`config.mk`:
```
export PLATFORM = sky130hd
export DESIGN_NAME = escaped_packet_framer_tx
export DESIGN_NICKNAME = d
export VERILOG_FILES = /design/src/sv/epf_pkg.sv /design/src/sv/escaped_packet_framer_tx.sv /design/src/sv/epf_ram.sv /design/src/sv/epf_dp.sv /design/src/sv/epf_ctrl.sv
export SDC_FILE = /design/constraint.sdc
export NUM_CORES = 1
export LEC_CHECK = 0
export ABC_AREA = 0
export BUFFER_PORTS_ARGS = -buffer_cell sky130_fd_sc_hd__buf_2
export CORE_MARGIN = 4
export CORE_UTILIZATION = 30
export DETAILED_ROUTE_END_ITERATION = 16
export GPL_ROUTABILITY_DRIVEN = 0
export HOLD_SLACK_MARGIN = 0.02
export PLACE_DENSITY = 0.45
export RECOVER_POWER = 25
export SETUP_SLACK_MARGIN = 0.02
export SYNTH_ARGS = -nofsm -noshare
export SYNTH_HDL_FRONTEND = slang
export SYNTH_SLANG_ARGS = --single-unit
```
`constraint.sdc`:
```
create_clock -name clk -period 5.8 [get_ports clk]
set_input_delay 0 -clock clk [delete_from_list [all_inputs] [get_ports clk]]
set_output_delay 0 -clock clk [all_outputs]
set_load 0.02 [all_outputs]
```
`src/sv/epf_pkg.sv`:
```
// Shared types, codes and constants of the escaped packet framer.
`default_nettype none

package epf_pkg;

    localparam int MAX_PAYLOAD_DEF = 128;

    localparam logic [7:0] FIRST_PACKET_ID = 8'd4;

    localparam logic [7:0] START_BYTE_RST = 8'd2;
    localparam logic [7:0] END_BYTE_RST = 8'd3;
    localparam logic [7:0] ESCAPE_BYTE_RST = 8'd16;
    localparam logic [2:0] REPEAT_COUNT_RST = 3'd3;

    localparam logic [1:0] CFG_START_BYTE = 2'd0;
    localparam logic [1:0] CFG_END_BYTE = 2'd1;
    localparam logic [1:0] CFG_ESCAPE_BYTE = 2'd2;
    localparam logic [1:0] CFG_REPEAT_COUNT = 2'd3;

    localparam logic REQ_LOAD = 1'b0;
    localparam logic REQ_TICK = 1'b1;

    localparam logic [1:0] KIND_BYTE = 2'd0;
    localparam logic [1:0] KIND_REJECT = 2'd1;
    localparam logic [1:0] KIND_DROP = 2'd2;

    typedef struct packed {
        logic       req_type;
        logic [7:0] payload_byte;
        logic       payload_last;
    } in_item_t;

    typedef struct packed {
        logic [7:0] tx_byte;
        logic [1:0] kind;
        logic       frame_end;
        logic       packet_done;
    } out_item_t;

    typedef enum logic [2:0] {
        SRC_ZERO,
        SRC_START,
        SRC_END,
        SRC_ESCAPE,
        SRC_CAND
    } out_src_t;

    typedef enum logic [1:0] {
        CAND_ID,
        CAND_LEN,
        CAND_DATA
    } cand_sel_t;

    typedef struct packed {
        logic       capture;
        logic       store_write;
        logic       count_clear;
        logic       packet_inc;
        logic       read_clear;
        logic       read_inc;
        cand_sel_t  cand_sel;
        logic       out_load;
        out_src_t   out_src;
        logic [1:0] out_kind;
        logic       out_frame_end;
        logic       out_packet_done;
    } ctrl_cmd_t;

    typedef struct packed {
        logic       req_type;
        logic       payload_last;
        logic       count_full;
        logic       count_zero;
        logic       cand_special;
        logic       read_last;
        logic       out_busy;
        logic [2:0] repeat_count;
    } dp_status_t;

endpackage

`default_nettype wire

```
`src/sv/escaped_packet_framer_tx.sv`:
```
// Top level of the escaped packet framer, transmit side.
//
//   Channel   Direction  Handshake              Payload
//   in        input      in_valid / in_ready    in_data   (epf_pkg::in_item_t)
//   out       output     out_valid / out_ready  out_data  (epf_pkg::out_item_t)
//   cfg       input      cfg_write              cfg_index, cfg_data
//
// A request is accepted in the wait state and then handled in the execute state, in which
// the registered read of the payload buffer is used; the next request can be
// accepted in the cycle after execute. A request that produces a result waits in
// execute while the output register still holds an untaken result.
// Reset needs no clearing pass; payload buffer entries are only read once written.
`default_nettype none

module escaped_packet_framer_tx #(
    parameter int MAX_PAYLOAD = epf_pkg::MAX_PAYLOAD_DEF
) (
    input  wire logic               clk,
    input  wire logic               rst_n,
    input  wire logic               cfg_write,
    input  wire logic [1:0]         cfg_index,
    input  wire logic [7:0]         cfg_data,
    input  wire logic               in_valid,
    output logic                    in_ready,
    input  wire epf_pkg::in_item_t  in_data,
    output logic                    out_valid,
    input  wire logic               out_ready,
    output epf_pkg::out_item_t      out_data
);

    import epf_pkg::*;

    ctrl_cmd_t  cmd;
    dp_status_t status;

    epf_ctrl u_ctrl (
        .clk      (clk),
        .rst_n    (rst_n),
        .in_valid (in_valid),
        .in_ready (in_ready),
        .status   (status),
        .cmd      (cmd)
    );

    epf_dp #(
        .MAX_PAYLOAD (MAX_PAYLOAD)
    ) u_dp (
        .clk       (clk),
        .rst_n     (rst_n),
        .cfg_write (cfg_write),
        .cfg_index (cfg_index),
        .cfg_data  (cfg_data),
        .in_data   (in_data),
        .out_ready (out_ready),
        .out_valid (out_valid),
        .out_data  (out_data),
        .cmd       (cmd),
        .status    (status)
    );

endmodule

`default_nettype wire

```
`src/sv/epf_ram.sv`:
```
// Generic single-write, single-read RAM with registered read data.
`default_nettype none

module epf_ram #(
    parameter int WIDTH = 8,
    parameter int DEPTH = 128,
    localparam int AW = (DEPTH > 1) ? $clog2(DEPTH) : 1
) (
    input  wire logic             clk,
    input  wire logic             we,
    input  wire logic [AW-1:0]    waddr,
    input  wire logic [WIDTH-1:0] wdata,
    input  wire logic [AW-1:0]    raddr,
    output logic      [WIDTH-1:0] rdata
);

    logic [WIDTH-1:0] mem [DEPTH];

    always_ff @(posedge clk)
    begin
        if (we)
        begin
            mem[waddr] <= wdata;
        end
        rdata <= mem[raddr];
    end

endmodule

`default_nettype wire

```
`src/sv/epf_dp.sv`:
```
// Datapath: registers, payload buffer, counters, byte selection and result register.
`default_nettype none

module epf_dp #(
    parameter int MAX_PAYLOAD = epf_pkg::MAX_PAYLOAD_DEF
) (
    input  wire logic               clk,
    input  wire logic               rst_n,
    input  wire logic               cfg_write,
    input  wire logic [1:0]         cfg_index,
    input  wire logic [7:0]         cfg_data,
    input  wire epf_pkg::in_item_t  in_data,
    input  wire logic               out_ready,
    output logic                    out_valid,
    output epf_pkg::out_item_t      out_data,
    input  wire epf_pkg::ctrl_cmd_t cmd,
    output epf_pkg::dp_status_t     status
);

    import epf_pkg::*;

    localparam int AW = (MAX_PAYLOAD > 1) ? $clog2(MAX_PAYLOAD) : 1;
    localparam logic [7:0] MAX_COUNT = 8'(MAX_PAYLOAD);

    logic [7:0] start_byte_reg;
    logic [7:0] end_byte_reg;
    logic [7:0] escape_byte_reg;
    logic [2:0] repeat_count_reg;

    logic [7:0] count_reg, count_next;
    logic [7:0] packet_reg, packet_next;
    logic [7:0] read_index_reg, read_index_next;
    logic       out_valid_reg, out_valid_next;

    in_item_t   in_reg;
    out_item_t  out_reg;
    logic [7:0] store_rdata;
    logic [7:0] cand_byte;
    logic [7:0] out_byte;
    logic [8:0] read_plus;

    epf_ram #(
        .WIDTH (8),
        .DEPTH (MAX_PAYLOAD)
    ) u_store (
        .clk   (clk),
        .we    (cmd.store_write),
        .waddr (count_reg[AW-1:0]),
        .wdata (in_reg.payload_byte),
        .raddr (read_index_reg[AW-1:0]),
        .rdata (store_rdata)
    );

    always_comb
    begin
        case (cmd.cand_sel)
            CAND_ID:   cand_byte = packet_reg;
            CAND_LEN:  cand_byte = count_reg;
            CAND_DATA: cand_byte = store_rdata;
            default:   cand_byte = packet_reg;
        endcase

        case (cmd.out_src)
            SRC_START:  out_byte = start_byte_reg;
            SRC_END:    out_byte = end_byte_reg;
            SRC_ESCAPE: out_byte = escape_byte_reg;
            SRC_CAND:   out_byte = cand_byte;
            default:    out_byte = 8'd0;
        endcase
    end

    assign read_plus = {1'b0, read_index_reg} + 9'd1;

    always_comb
    begin
        count_next = count_reg;
        if (cmd.count_clear)
        begin
            count_next = 8'd0;
        end
        else if (cmd.store_write)
        begin
            count_next = count_reg + 8'd1;
        end

        packet_next = cmd.packet_inc ? packet_reg + 8'd1 : packet_reg;

        read_index_next = read_index_reg;
        if (cmd.read_clear)
        begin
            read_index_next = 8'd0;
        end
        else if (cmd.read_inc)
        begin
            read_index_next = read_plus[7:0];
        end

        out_valid_next = out_valid_reg;
        if (cmd.out_load)
        begin
            out_valid_next = 1'b1;
        end
        else if (out_ready)
        begin
            out_valid_next = 1'b0;
        end
    end

    always_ff @(posedge clk or negedge rst_n)
    begin
        if (!rst_n)
        begin
            start_byte_reg   <= START_BYTE_RST;
            end_byte_reg     <= END_BYTE_RST;
            escape_byte_reg  <= ESCAPE_BYTE_RST;
            repeat_count_reg <= REPEAT_COUNT_RST;
            count_reg        <= 8'd0;
            packet_reg       <= FIRST_PACKET_ID;
            read_index_reg   <= 8'd0;
            out_valid_reg    <= 1'b0;
        end
        else
        begin
            if (cfg_write)
            begin
                case (cfg_index)
                    CFG_START_BYTE:   start_byte_reg   <= cfg_data;
                    CFG_END_BYTE:     end_byte_reg     <= cfg_data;
                    CFG_ESCAPE_BYTE:  escape_byte_reg  <= cfg_data;
                    CFG_REPEAT_COUNT: repeat_count_reg <= cfg_data[2:0];
                    default:          ;
                endcase
            end
            count_reg      <= count_next;
            packet_reg     <= packet_next;
            read_index_reg <= read_index_next;
            out_valid_reg  <= out_valid_next;
        end
    end

    always_ff @(posedge clk)
    begin
        if (cmd.capture)
        begin
            in_reg <= in_data;
        end
        if (cmd.out_load)
        begin
            out_reg.tx_byte     <= out_byte;
            out_reg.kind        <= cmd.out_kind;
            out_reg.frame_end   <= cmd.out_frame_end;
            out_reg.packet_done <= cmd.out_packet_done;
        end
    end

    assign out_valid = out_valid_reg;
    assign out_data  = out_reg;

    always_comb
    begin
        status.req_type     = in_reg.req_type;
        status.payload_last = in_reg.payload_last;
        status.count_full   = (count_reg >= MAX_COUNT);
        status.count_zero   = (count_reg == 8'd0);
        status.cand_special = (cand_byte == start_byte_reg) || (cand_byte == end_byte_reg)
                              || (cand_byte == escape_byte_reg);
        status.read_last    = (read_plus >= {1'b0, count_reg});
        status.out_busy     = out_valid_reg && !out_ready;
        status.repeat_count = repeat_count_reg;
    end

endmodule

`default_nettype wire

```
`src/sv/epf_ctrl.sv`:
```
// Controller: request sequencing and framing state machine.
`default_nettype none

module epf_ctrl (
    input  wire logic                clk,
    input  wire logic                rst_n,
    input  wire logic                in_valid,
    output logic                     in_ready,
    input  wire epf_pkg::dp_status_t status,
    output epf_pkg::ctrl_cmd_t       cmd
);

    import epf_pkg::*;

    typedef enum logic {
        S_WAIT,
        S_EXEC
    } seq_t;

    typedef enum logic [2:0] {
        PH_IDLE,
        PH_START,
        PH_ID,
        PH_LEN,
        PH_DATA,
        PH_END
    } phase_t;

    seq_t   seq_reg, seq_next;
    phase_t phase_reg, phase_next;
    logic   esc_reg, esc_next;
    logic [2:0] copies_reg, copies_next;

    logic [2:0] copies_plus;
    logic [2:0] need;
    logic       last_copy;
    logic       emit;

    assign copies_plus = copies_reg + 3'd1;
    assign need        = (status.repeat_count == 3'd0) ? 3'd1 : status.repeat_count;
    assign last_copy   = (copies_plus >= need) || (copies_plus == 3'd0);
    assign in_ready    = (seq_reg == S_WAIT);

    always_comb
    begin
        seq_next    = seq_reg;
        phase_next  = phase_reg;
        esc_next    = esc_reg;
        copies_next = copies_reg;

        cmd                 = '0;
        cmd.capture         = in_valid && in_ready;
        cmd.cand_sel        = CAND_ID;
        cmd.out_src         = SRC_ZERO;
        cmd.out_kind        = KIND_BYTE;

        case (phase_reg)
            PH_LEN:  cmd.cand_sel = CAND_LEN;
            PH_DATA: cmd.cand_sel = CAND_DATA;
            default: cmd.cand_sel = CAND_ID;
        endcase

        // Does this request produce a result?
        emit = 1'b0;
        if (status.req_type == REQ_LOAD)
        begin
            emit = (phase_reg != PH_IDLE) || status.count_full;
        end
        else
        begin
            emit = (phase_reg != PH_IDLE);
        end

        case (seq_reg)
            S_WAIT:
            begin
                if (in_valid)
                begin
                    seq_next = S_EXEC;
                end
            end
            S_EXEC:
            begin
                // A result can only be produced once the output register is free.
                if (!(emit && status.out_busy))
                begin
                    seq_next     = S_WAIT;
                    cmd.out_load = emit;
                    if (status.req_type == REQ_LOAD)
                    begin
                        if (phase_reg != PH_IDLE)
                        begin
                            cmd.out_kind = KIND_REJECT;
                        end
                        else
                        begin
                            if (status.count_full)
                            begin
                                cmd.out_kind = KIND_DROP;
                            end
                            else
                            begin
                                cmd.store_write = 1'b1;
                            end
                            if (status.payload_last)
                            begin
                                phase_next     = PH_START;
                                esc_next       = 1'b0;
                                copies_next    = 3'd0;
                                cmd.read_clear = 1'b1;
                            end
                        end
                    end
                    else
                    begin
                        case (phase_reg)
                            PH_START:
                            begin
                                cmd.out_src = SRC_START;
                                esc_next    = 1'b0;
                                phase_next  = PH_ID;
                            end
                            PH_ID, PH_LEN, PH_DATA:
                            begin
                                if (!esc_reg && status.cand_special)
                                begin
                                    cmd.out_src = SRC_ESCAPE;
                                    esc_next    = 1'b1;
                                end
                                else
                                begin
                                    cmd.out_src = SRC_CAND;
                                    esc_next    = 1'b0;
                                    if (phase_reg == PH_ID)
                                    begin
                                        phase_next = PH_LEN;
                                    end
                                    else if (phase_reg == PH_LEN)
                                    begin
                                        cmd.read_clear = 1'b1;
                                        phase_next = status.count_zero ? PH_END : PH_DATA;
                                    end
                                    else
                                    begin
                                        cmd.read_inc = 1'b1;
                                        if (status.read_last)
                                        begin
                                            phase_next = PH_END;
                                        end
                                    end
                                end
                            end
                            PH_END:
                            begin
                                cmd.out_src       = SRC_END;
                                cmd.out_frame_end = 1'b1;
                                cmd.read_clear    = 1'b1;
                                esc_next          = 1'b0;
                                if (last_copy)
                                begin
                                    cmd.out_packet_done = 1'b1;
                                    cmd.packet_inc      = 1'b1;
                                    cmd.count_clear     = 1'b1;
                                    copies_next         = 3'd0;
                                    phase_next          = PH_IDLE;
                                end
                                else
                                begin
                                    copies_next = copies_plus;
                                    phase_next  = PH_START;
                                end
                            end
                            default:
                            begin
                                phase_next = PH_IDLE;
                            end
                        endcase
                    end
                end
            end
            default:
            begin
                seq_next = S_WAIT;
            end
        endcase
    end

    always_ff @(posedge clk or negedge rst_n)
    begin
        if (!rst_n)
        begin
            seq_reg    <= S_WAIT;
            phase_reg  <= PH_IDLE;
            esc_reg    <= 1'b0;
            copies_reg <= 3'd0;
        end
        else
        begin
            seq_reg    <= seq_next;
            phase_reg  <= phase_next;
            esc_reg    <= esc_next;
            copies_reg <= copies_next;
        end
    end

endmodule

`default_nettype wire

```
-- Word-level counts from Yosys, hierarchy flattened
Memory sizes are Yosys's and may differ from the RTL's. A register that Yosys moved wholly into a read port is not among the register bits.
Index checks and enable logic that the tools add are counted.
- RAM bits: 1024
- memories: 1
- register bits: 82
- output and inout bits: 14
- multiplexer cells: 65
- bitwise operators: 4
- $lt $le $gt $ge: 3
- equality and inequality tests: 22
- $add $sub $neg: 4
- reduce and logical (&&, ||, !) cells: 32
- memory list (memory ; words ; bits a word ; rd ports ; clocked after memory_dff ; wr ports ; RTL line ; RTL):
    u_dp.u_store.mem ; 128 ; 8 ; 1 ; 1 ; 1 ; epf_ram.sv:17 ; logic [WIDTH-1:0] mem [DEPTH];
- operator list (kind ; number):
    two-way mux 8 bit ; 6
    two-way mux 3 bit ; 15
    case mux 8 bit (4 select lines) ; 1
    == test 8 bit ; 3
    two-way mux 1 bit ; 24
    two-way mux 2 bit ; 10
    case mux 3 bit (3 select lines) ; 2
    adder 8 x 1 -> 8 bit (second input constant) ; 2
    case mux 8 bit (2 select lines) ; 1
    == test 3 x 2 -> 1 bit (second input constant) ; 4
    two-way mux 5 bit ; 2
    AND reduction 5 bit ; 2
    adder 8 x 1 -> 9 bit (second input constant) ; 1
    == test 3 bit (second input constant) ; 3
    >= comparator 9 x 8 -> 1 bit ; 1
    OR reduction 3 bit ; 3
    >= comparator 8 bit (second input constant) ; 1
    zero test 8 bit ; 1
    AND reduction 2 bit ; 4
    nonzero test 2 bit ; 4
    OR reduction 4 bit ; 2
    == test 2 bit (second input constant) ; 3
    == test 3 x 1 -> 1 bit (second input constant) ; 2
    zero test 3 bit ; 2
    17 further kinds ; 31

-- Logic depth before layout (Yosys ltp)
Gate-level depths: netlist (run 1).
- word-level depth: 15
- mapped depth: 13
- gate-level depth less buffers: 11

-- By module
A second synthesis (run 1) with hierarchy kept.
- cells, all modules: 2070
- area total of the unflattened synthesis: 44415.1 um^2
- modules (own cells, without submodules) (module ; area each (um^2) ; instances ; seq. area each (um^2) ; cells an instance):
    epf_ram ; 39665.5 ; 1 ; 30909.6 ; 1635
    epf_dp ; 3965.1 ; 1 ; 1970.6 ; 334
    epf_ctrl ; 784.5 ; 1 ; 200.2 ; 101

-- Worst setup path before layout (run 1)
Ideal clock, no wire load.
- path kind: reg2reg
- from: reg u_dp.read_index_reg[0]
- to: reg u_ctrl.phase_reg[0]
- setup slack: 2.313 ns
- cell stages (with the launch flop): 14
- library setup time: 0.125 ns
- data arrival time: 3.362 ns
- data required time: 5.675 ns
- cell sequence: dfrtp_1 -> buf_2 -> buf_2 -> buf_4 -> buf_4 -> buf_2 -> nand4_1 -> or2_2 -> xnor2_1 -> ha_1 -> a2111oi_0 -> o21ai_0 -> o221a_2 -> mux2_2
- longest elaborated chain between the ends: 4
- ends and longest elaborated chain (item ; RTL line ; RTL):
    start: declaration ; epf_dp.sv:32 ; logic [7:0] read_index_reg, read_index_next;
    start signal: assignment ; epf_dp.sv:136 ; read_index_reg <= read_index_next;
    adder 8 x 1 -> 9 bit ; epf_dp.sv:72 ; assign read_plus = {1'b0, read_index_reg} + 9'd1;
    >= comparator 9 x 8 -> 1 bit ; epf_dp.sv:167 ; status.read_last = (read_plus >= {1'b0, count_reg});
    != test 5 bit (no line) ; n/a ;
    AND reduction 6 bit (no line) ; n/a ;
    end signal: assignment ; epf_ctrl.sv:200 ; phase_reg <= phase_next;
    end: declaration ; epf_ctrl.sv:30 ; phase_t phase_reg, phase_next;
No other way between the ends.
A chain may end at the register's enable or synchronous reset.

-- Worst setup path after layout (run 1)
- from: reg u_ctrl.phase_reg[0]
- to: mem u_dp.u_store.mem[109][7], enable pin
- longest elaborated chain between the ends: 8
- ends and longest elaborated chain (item ; RTL line ; RTL):
    nonzero test 3 bit (*) ; epf_ctrl.sv:67, epf_ctrl.sv:71, epf_ctrl.sv:91 ;
    logical OR 1 bit ; epf_ctrl.sv:67 ; emit = (phase_reg != PH_IDLE) || status.count_full;
    two-way mux 1 bit ; epf_ctrl.sv:65 ; if (status.req_type == REQ_LOAD)
    logical AND 1 bit ; epf_ctrl.sv:85 ; if (!(emit && status.out_busy))
    two-way mux 5 bit (*) ; epf_ctrl.sv:85 ;
    two-way mux 5 bit (*) ; epf_ctrl.sv:74 ; case (seq_reg)
    two-way mux 1 bit (*) ; epf_ram.sv:21 ; if (we)
    two-way mux 1 bit (not written as such) (*) ; epf_ram.sv:23 ; mem[waddr] <= wdata;
    end: declaration ; epf_ram.sv:17 ;
Mark *: on every way between the ends. The rest lies on a longest branch, timed or not.

==> results of run 1 <==
[synth_stat cells (9+ instances only)]
master    number  area [um^2]
nand3_1       17         85.1
nand2b_1      12         75.1
nor2_1       162          608
or3_1         27          169
clkbuf_1      66          248
nor3_1        17         85.1
nand4_1       15         93.8
xnor2_1       18          158
o221ai_1      33          289
nand2_1       69          259
edfxtp_1    1046        31400
a221o_1        9         90.1
mux4_2       240         5410
dfrtp_1       53         1330
a21oi_1       84          420
mux2_2        69          777
buf_2         36          180
buf_1         19         71.3
o22ai_1       41          257
ha_1          17          213
mux2i_1      113         1130
inv_1         25         93.8
o21ai_0       63          315
[repair_timing]
action,4_1_cts,5_1_grt
setup endpoints to repair,0,0
hold buffers,38,0
hold endpoints to repair,123,0
[power breakdown]
group	internal (mW)	switching [mW]	total, mW
registers	9.09	0.279	9.37
logic	1.47	1.99	3.46
clock network	4.28	3.11	7.40
total	14.8	5.38	20.2
[layer usage]
metal  part of all wire (%)  vias to the layer above
met5                      0                        -
met4                    2.6                        0
met3                    4.5                      186
met2                     49                      630
met1                     44                    12200
li1                       -                     9766
[layout make-up]
type                    count  area, um^2  area share [%]
clock buffers             145        3100            6.06
clock inverters            73         711            1.39
inverters                  25        93.8           0.183
multi-input cells        1072       11000            21.4
flip-flops and latches   1114       33100            64.6
well taps                1930        2410            4.72
repair buffers            110         835            1.63
[worst max-delay path, cell delays in order (launching register included)]
cell and delay [ps]:
dfrtp_1 690, nor2_1 370, nand2_1 200, nor4_1 710, nand2_2 840, nor2_1 900
[worst max path at each step]
stage | from | endpoint | slack (ps) | cells past startpoint
5_1_grt | rst_n | u_dp.read_index_reg[3] | 950 | 3
3_5_place_dp | u_ctrl.phase_reg[0] | u_dp.u_store.mem[125][4] | 1720 | 5
2_1_floorplan | u_dp.read_index_reg[0] | u_ctrl.phase_reg[0] | 2310 | 13
3_3_place_gp | u_ctrl.phase_reg[0] | u_dp.u_store.mem[51][5] | 1660 | 5
6_report | u_ctrl.phase_reg[0] | u_dp.u_store.mem[109][7] | 1690 | 5
4_1_cts | u_ctrl.phase_reg[0] | u_dp.u_store.mem[125][2] | 1700 | 5
[per-stage QoR]
step	instance area, um^2	utilization, %	setup slack, ps	hold WS (ps)	cells
6_report	51200	34.6	1690	124	4469
5_1_grt	51200	34.6	953	95.7	4469
4_1_cts	51400	34.7	1700	42.2	4469
3_5_place_dp	47200	31.9	1720	181	4213
3_3_place_gp	47200	31.9	1660	182	4213
2_1_floorplan	44600	-	2310	-296	2335
[kinds of logic (layout without fill, tap and decap cells)]
kind of cell	Yosys count	count (layout)	share of synthesized area (%)
flip-flops	1114	1114	74.1
AND/OR/NAND/NOR	350	350	3.59
XOR/XNOR	19	19	0.373
buffers and inverters	149	353	1.38
AO/OA/AOI/OAI	264	264	3.67
adder cells (fa/ha/maj)	17	17	0.477
multiplexers	422	422	16.4
==> flow_metrics.env, run 1 <==
export IMPL_run_status="finished, violations left"
export IMPL_violations="capacitance limit, slew limit"
export IMPL_clkTransAtPathRegs_ps=60
export IMPL_cts_root_buffer="clkbuf_16"
export IMPL_dp_hpwl_um=70900
export IMPL_wl_per_cell_um=26.9
export IMPL_largest_reg_flops=1024
export IMPL_insertion_delay_ps=720
export IMPL_hold_viol=0
export IMPL_yosys_most_used_dff="edfxtp_1"
export IMPL_clock_sinks=1114
export IMPL_slew_violations=1093
export IMPL_mostFrequentLayoutCell="edfxtp_1"
export IMPL_grt_max_degree=129
export IMPL_antenna_found_initial=3
export IMPL_synth_seq_cells=1114
export IMPL_met3_usage_pct=2.42
export IMPL_p_leak_nw=15.3
export IMPL_start_util_pct=30.2
export IMPL_critPathLaunchType="flop"
export IMPL_grtUsageMet2_pct=24.9
export IMPL_drt_first_pass_iters=5
export IMPL_relSlewSlack_pct=-164
export IMPL_ir_drop_v=0.000238
export IMPL_fp_row_count=141
export IMPL_synth_area_mm2=0.0446
export IMPL_grt_first_pass_wirelength_um=173000
export IMPL_synth_edf_count=1046
export IMPL_ctsResizeCount=0
export IMPL_vias=22800
export IMPL_grt_usage_pct=15.1
export IMPL_synthToLayoutAreaGrowth_pct=14.8
export IMPL_htree_num_levels=3
export IMPL_p_total_mw=20.2
export IMPL_dieArea_mm2=0.155
export IMPL_arrival_ps=4440
export IMPL_use_met1_pct=21.0
export IMPL_diodes=0
export IMPL_fmax_mhz=243
export IMPL_fin_worst_skew_ps=30.8
export IMPL_fin_crit_ps=4110
export IMPL_die_x_um=394
export IMPL_io_pins=39
export IMPL_busiest_layer="met2"
export IMPL_io_buffer_count=38
export IMPL_tightestPinTransition_ps=3950
export IMPL_drtAntennaViolNets=0
export IMPL_synth_cells=2335
export IMPL_crit_path_max_fanout=33
export IMPL_fin_tns_setup_ps=0
export IMPL_worstSetupEndpointType="flop"
export IMPL_num_nets_final=2481
export IMPL_grt_ovfl_total=0
export IMPL_cts_made_buffers=116
export IMPL_cts_tree="built"
export IMPL_r2r_start="u_ctrl.phase_reg[0]"
export IMPL_critPathKind="flop to flop"
export IMPL_hold_start="cfg_data[6]"
export IMPL_synth_sequential_area_ratio_pct=74.1
export IMPL_hold_path_depth=3
export IMPL_drt_iter0_markers=1930
export IMPL_cellPowerDensity_mw_per_mm2=395
export IMPL_worstPathRequired_ps=6130
export IMPL_core_area_mm2=0.148
export IMPL_nFillCells=13800
export IMPL_drc_errors=0
export IMPL_largest_register="u_dp.u_store.mem"
export IMPL_r2r_setup_slack_ps=1690
export IMPL_r2r_end="u_dp.u_store.mem[109][7]"
export IMPL_mostFrequentLayoutCells="1046 x edfxtp_1, 240 x mux4_2, 162 x nor2_1, 118 x clkbuf_16, 113 x mux2i_1"
export IMPL_async_flop_share_pct=5.39
export IMPL_drive_gt1_share_pct=22.1
export IMPL_die_y_um=394
export IMPL_rr_worst_depth=5
export IMPL_cts_setup_buffers=0
export IMPL_hold_path_class="primary input to flop"
export IMPL_clk_path_buf_depth=3
export IMPL_worstHoldEndpoint="u_dp.end_byte_reg[6]"
export IMPL_avgSynthCellArea_um2=19.1
export IMPL_synth_nets=2377
export IMPL_finalSetupViolCount=0
export IMPL_period_share_pct=70.9
export IMPL_ys_warn_count=0
export IMPL_rsz0062_at_grt="false"
export IMPL_avgViaCountPerCell=5.10
export IMPL_ys_types=49
export IMPL_first_global_vias=23700
export IMPL_wirelength_um=120000
export IMPL_max_cap_violations=9
No activity file was read; power rests on OpenSTA's default activity.
==> run 2: changes to the inputs <==
Settings changed: PLACE_DENSITY 0.45 to 0.46.
Clock period 5.8 ns to 3.3 ns, I/O delays scaled along.
==> flow_metrics.env, run 2 (synthesis results as in run 1) <==
export IMPL_drive_gt1_share_pct=27.9
export IMPL_cellPowerDensity_mw_per_mm2=677
export IMPL_placed_area_mm2=0.0489
export IMPL_hold_path_class="primary input to flop"
export IMPL_nFillCells=13600
export IMPL_largest_reg_flops=1024
export IMPL_arrival_ps=3850
export IMPL_final_area_mm2=0.0531
export IMPL_wl_per_cell_um=25.3
export IMPL_drt_iter0_markers=2054
export IMPL_grt_usage_pct=15.0
export IMPL_max_cap_violations=4
export IMPL_r2r_start="u_dp.read_index_reg[0]"
export IMPL_drt_first_pass_iters=5
export IMPL_cts_root_buffer="clkbuf_16"
export IMPL_critPathKind="flop to flop"
export IMPL_worstPathRequired_ps=3920
export IMPL_htree_num_levels=3
export IMPL_run_status="finished, violations left"
export IMPL_core_area_mm2=0.148
export IMPL_r2r_end="u_dp.u_store.rdata[3]"
export IMPL_critPathLaunchType="flop"
export IMPL_start_util_pct=30.2
export IMPL_rr_worst_depth=8
export IMPL_die_y_um=394
export IMPL_worstHoldEndpoint="u_dp.start_byte_reg[3]"
export IMPL_dp_hpwl_um=75400
export IMPL_drtAntennaViolNets=0
export IMPL_fin_tns_setup_ps=0
export IMPL_largest_register="u_dp.u_store.mem"
export IMPL_violations="capacitance limit, slew limit"
export IMPL_hold_start="cfg_data[3]"
export IMPL_rsz0062_at_grt="false"
export IMPL_io_pins=39
export IMPL_grt_first_pass_wirelength_um=172000
export IMPL_cts_tree="built"
export IMPL_slew_violations=420
export IMPL_finalSetupViolCount=0
export IMPL_dieArea_mm2=0.155
export IMPL_num_nets_final=2679
export IMPL_worstSetupEndpointType="flop"
export IMPL_fmax_mhz=310
export IMPL_relSlewSlack_pct=-83.9
export IMPL_synthToLayoutAreaGrowth_pct=19.0
export IMPL_clk_path_buf_depth=3
export IMPL_antenna_found_initial=11
export IMPL_vias=23300
export IMPL_mostFrequentLayoutCells="1046 x edfxtp_1, 240 x mux4_2, 193 x buf_4, 162 x nor2_1, 118 x clkbuf_16"
export IMPL_p_leak_nw=16.5
export IMPL_avgViaCountPerCell=5.00
export IMPL_insertion_delay_ps=730
export IMPL_grt_max_degree=129
export IMPL_ir_drop_v=0.000463
export IMPL_mostFrequentLayoutCell="edfxtp_1"
export IMPL_tightestPinTransition_ps=2760
export IMPL_io_buffer_count=38
export IMPL_die_x_um=394
export IMPL_critPathMaxStageDelay_ps=650
export IMPL_period_share_pct=97.7
export IMPL_p_total_mw=36.0
export IMPL_cts_made_buffers=117
export IMPL_worstPathCellList="buf_12, mux2_2, a21oi_1, o21ai_0, o22ai_1, a21oi_1, mux4_2, mux2_2"
export IMPL_clock_sinks=1114
export IMPL_hold_path_depth=3
export IMPL_drc_errors=0
export IMPL_clkTransAtPathRegs_ps=70
export IMPL_first_global_vias=23900
export IMPL_grt_ovfl_total=0
export IMPL_fin_crit_ps=3230
export IMPL_fp_row_count=141
export IMPL_cpMaxStageDelayCell="mux4_2"
export IMPL_hold_viol=0
export IMPL_fin_worst_skew_ps=24.3
export IMPL_wirelength_um=118000
export IMPL_r2r_setup_slack_ps=70
export IMPL_crit_path_max_fanout=64
[run 2: cell types whose count changed in the layout (fill, tap and decap cells not counted), moves of 5 or more]
cell | before | now
buf_12 | 4 | 30
clkinv_1 | 26 | 16
buf_4 | 21 | 193
clkbuf_2 | 8 | 0
nand2_1 | 62 | 69
diode_2 | 0 | 5
clkinvlp_4 | 7 | 13
nand2_2 | 7 | 0
[run 2: stage by stage]
step,setup WS (ps),hold slack [ps],utilization [%],instances
6_report,74.4,85.8,35.9,4667
5_1_grt,23.1,72.3,35.9,4663
4_1_cts,94.7,25.6,35.9,4662
3_5_place_dp,125,80.5,33.0,4407
3_3_place_gp,54.5,48.8,33.0,4407
2_1_floorplan,42.1,-296,-,2335
[run 2: critical path, delay by kind of cell (launching register included)]
kind                   cells  cell delay, ps
AOI/OAI and AO/OA          4             800
buffers and inverters      1             360
muxes                      3            1350
DFF                        1             480
[run 2: metal layers]
| layer | global-route usage, % | wire length [um] |
|---|---|---|
| met2 | 23.9 | 56000 |
| met4 | 4.43 | 2950 |
| met1 | 20.8 | 52300 |
| met3 | 3.03 | 6650 |
| met5 | 0 | 10 |
[run 2: where the power goes]
| part | leakage (nW) | internal [mW] | switching [mW] |
|---|---|---|---|
| sequential | 10.2 | 15.9 | 0.365 |
| clock | 1.85 | 7.65 | 5.55 |
| combinational | 4.44 | 2.94 | 3.56 |
[run 2: worst max path at each step]
stage	cells past startpoint	slack [ps]	end	startpoint
global route	8	20	u_dp.u_store.rdata[3]	u_dp.read_index_reg[0]
detailed placement	9	130	u_dp.out_data[10]	u_ctrl.phase_reg[1]
floorplan	13	40	u_ctrl.phase_reg[0]	u_dp.read_index_reg[0]
finish	8	70	u_dp.u_store.rdata[3]	u_dp.read_index_reg[0]
global placement	10	50	u_dp.read_index_reg[6]	u_ctrl.phase_reg[1]
CTS	9	90	u_dp.out_data[8]	u_ctrl.phase_reg[1]
[run 2: timing repair]
| action | CTS | global route |
|---|---|---|
| hold endpoints to repair | 108 | 0 |
| resized for setup | 0 | 9 |
| setup buffers | 0 | 0 |
| setup endpoints to repair | 0 | 38 |
| hold buffers | 41 | 0 |
[run 2: final cells by class]
class | count | area, um^2 | share of cell area, %
diodes | 5 | 12.5 | 0.0236
flip-flops and latches | 1114 | 33100 | 62.3
well taps | 1930 | 2410 | 4.55
repair buffers | 307 | 2650 | 4.99
clock buffers | 145 | 3110 | 5.86
multi-input cells | 1072 | 11000 | 20.7
clock inverters | 69 | 744 | 1.40
inverters | 25 | 93.8 | 0.177
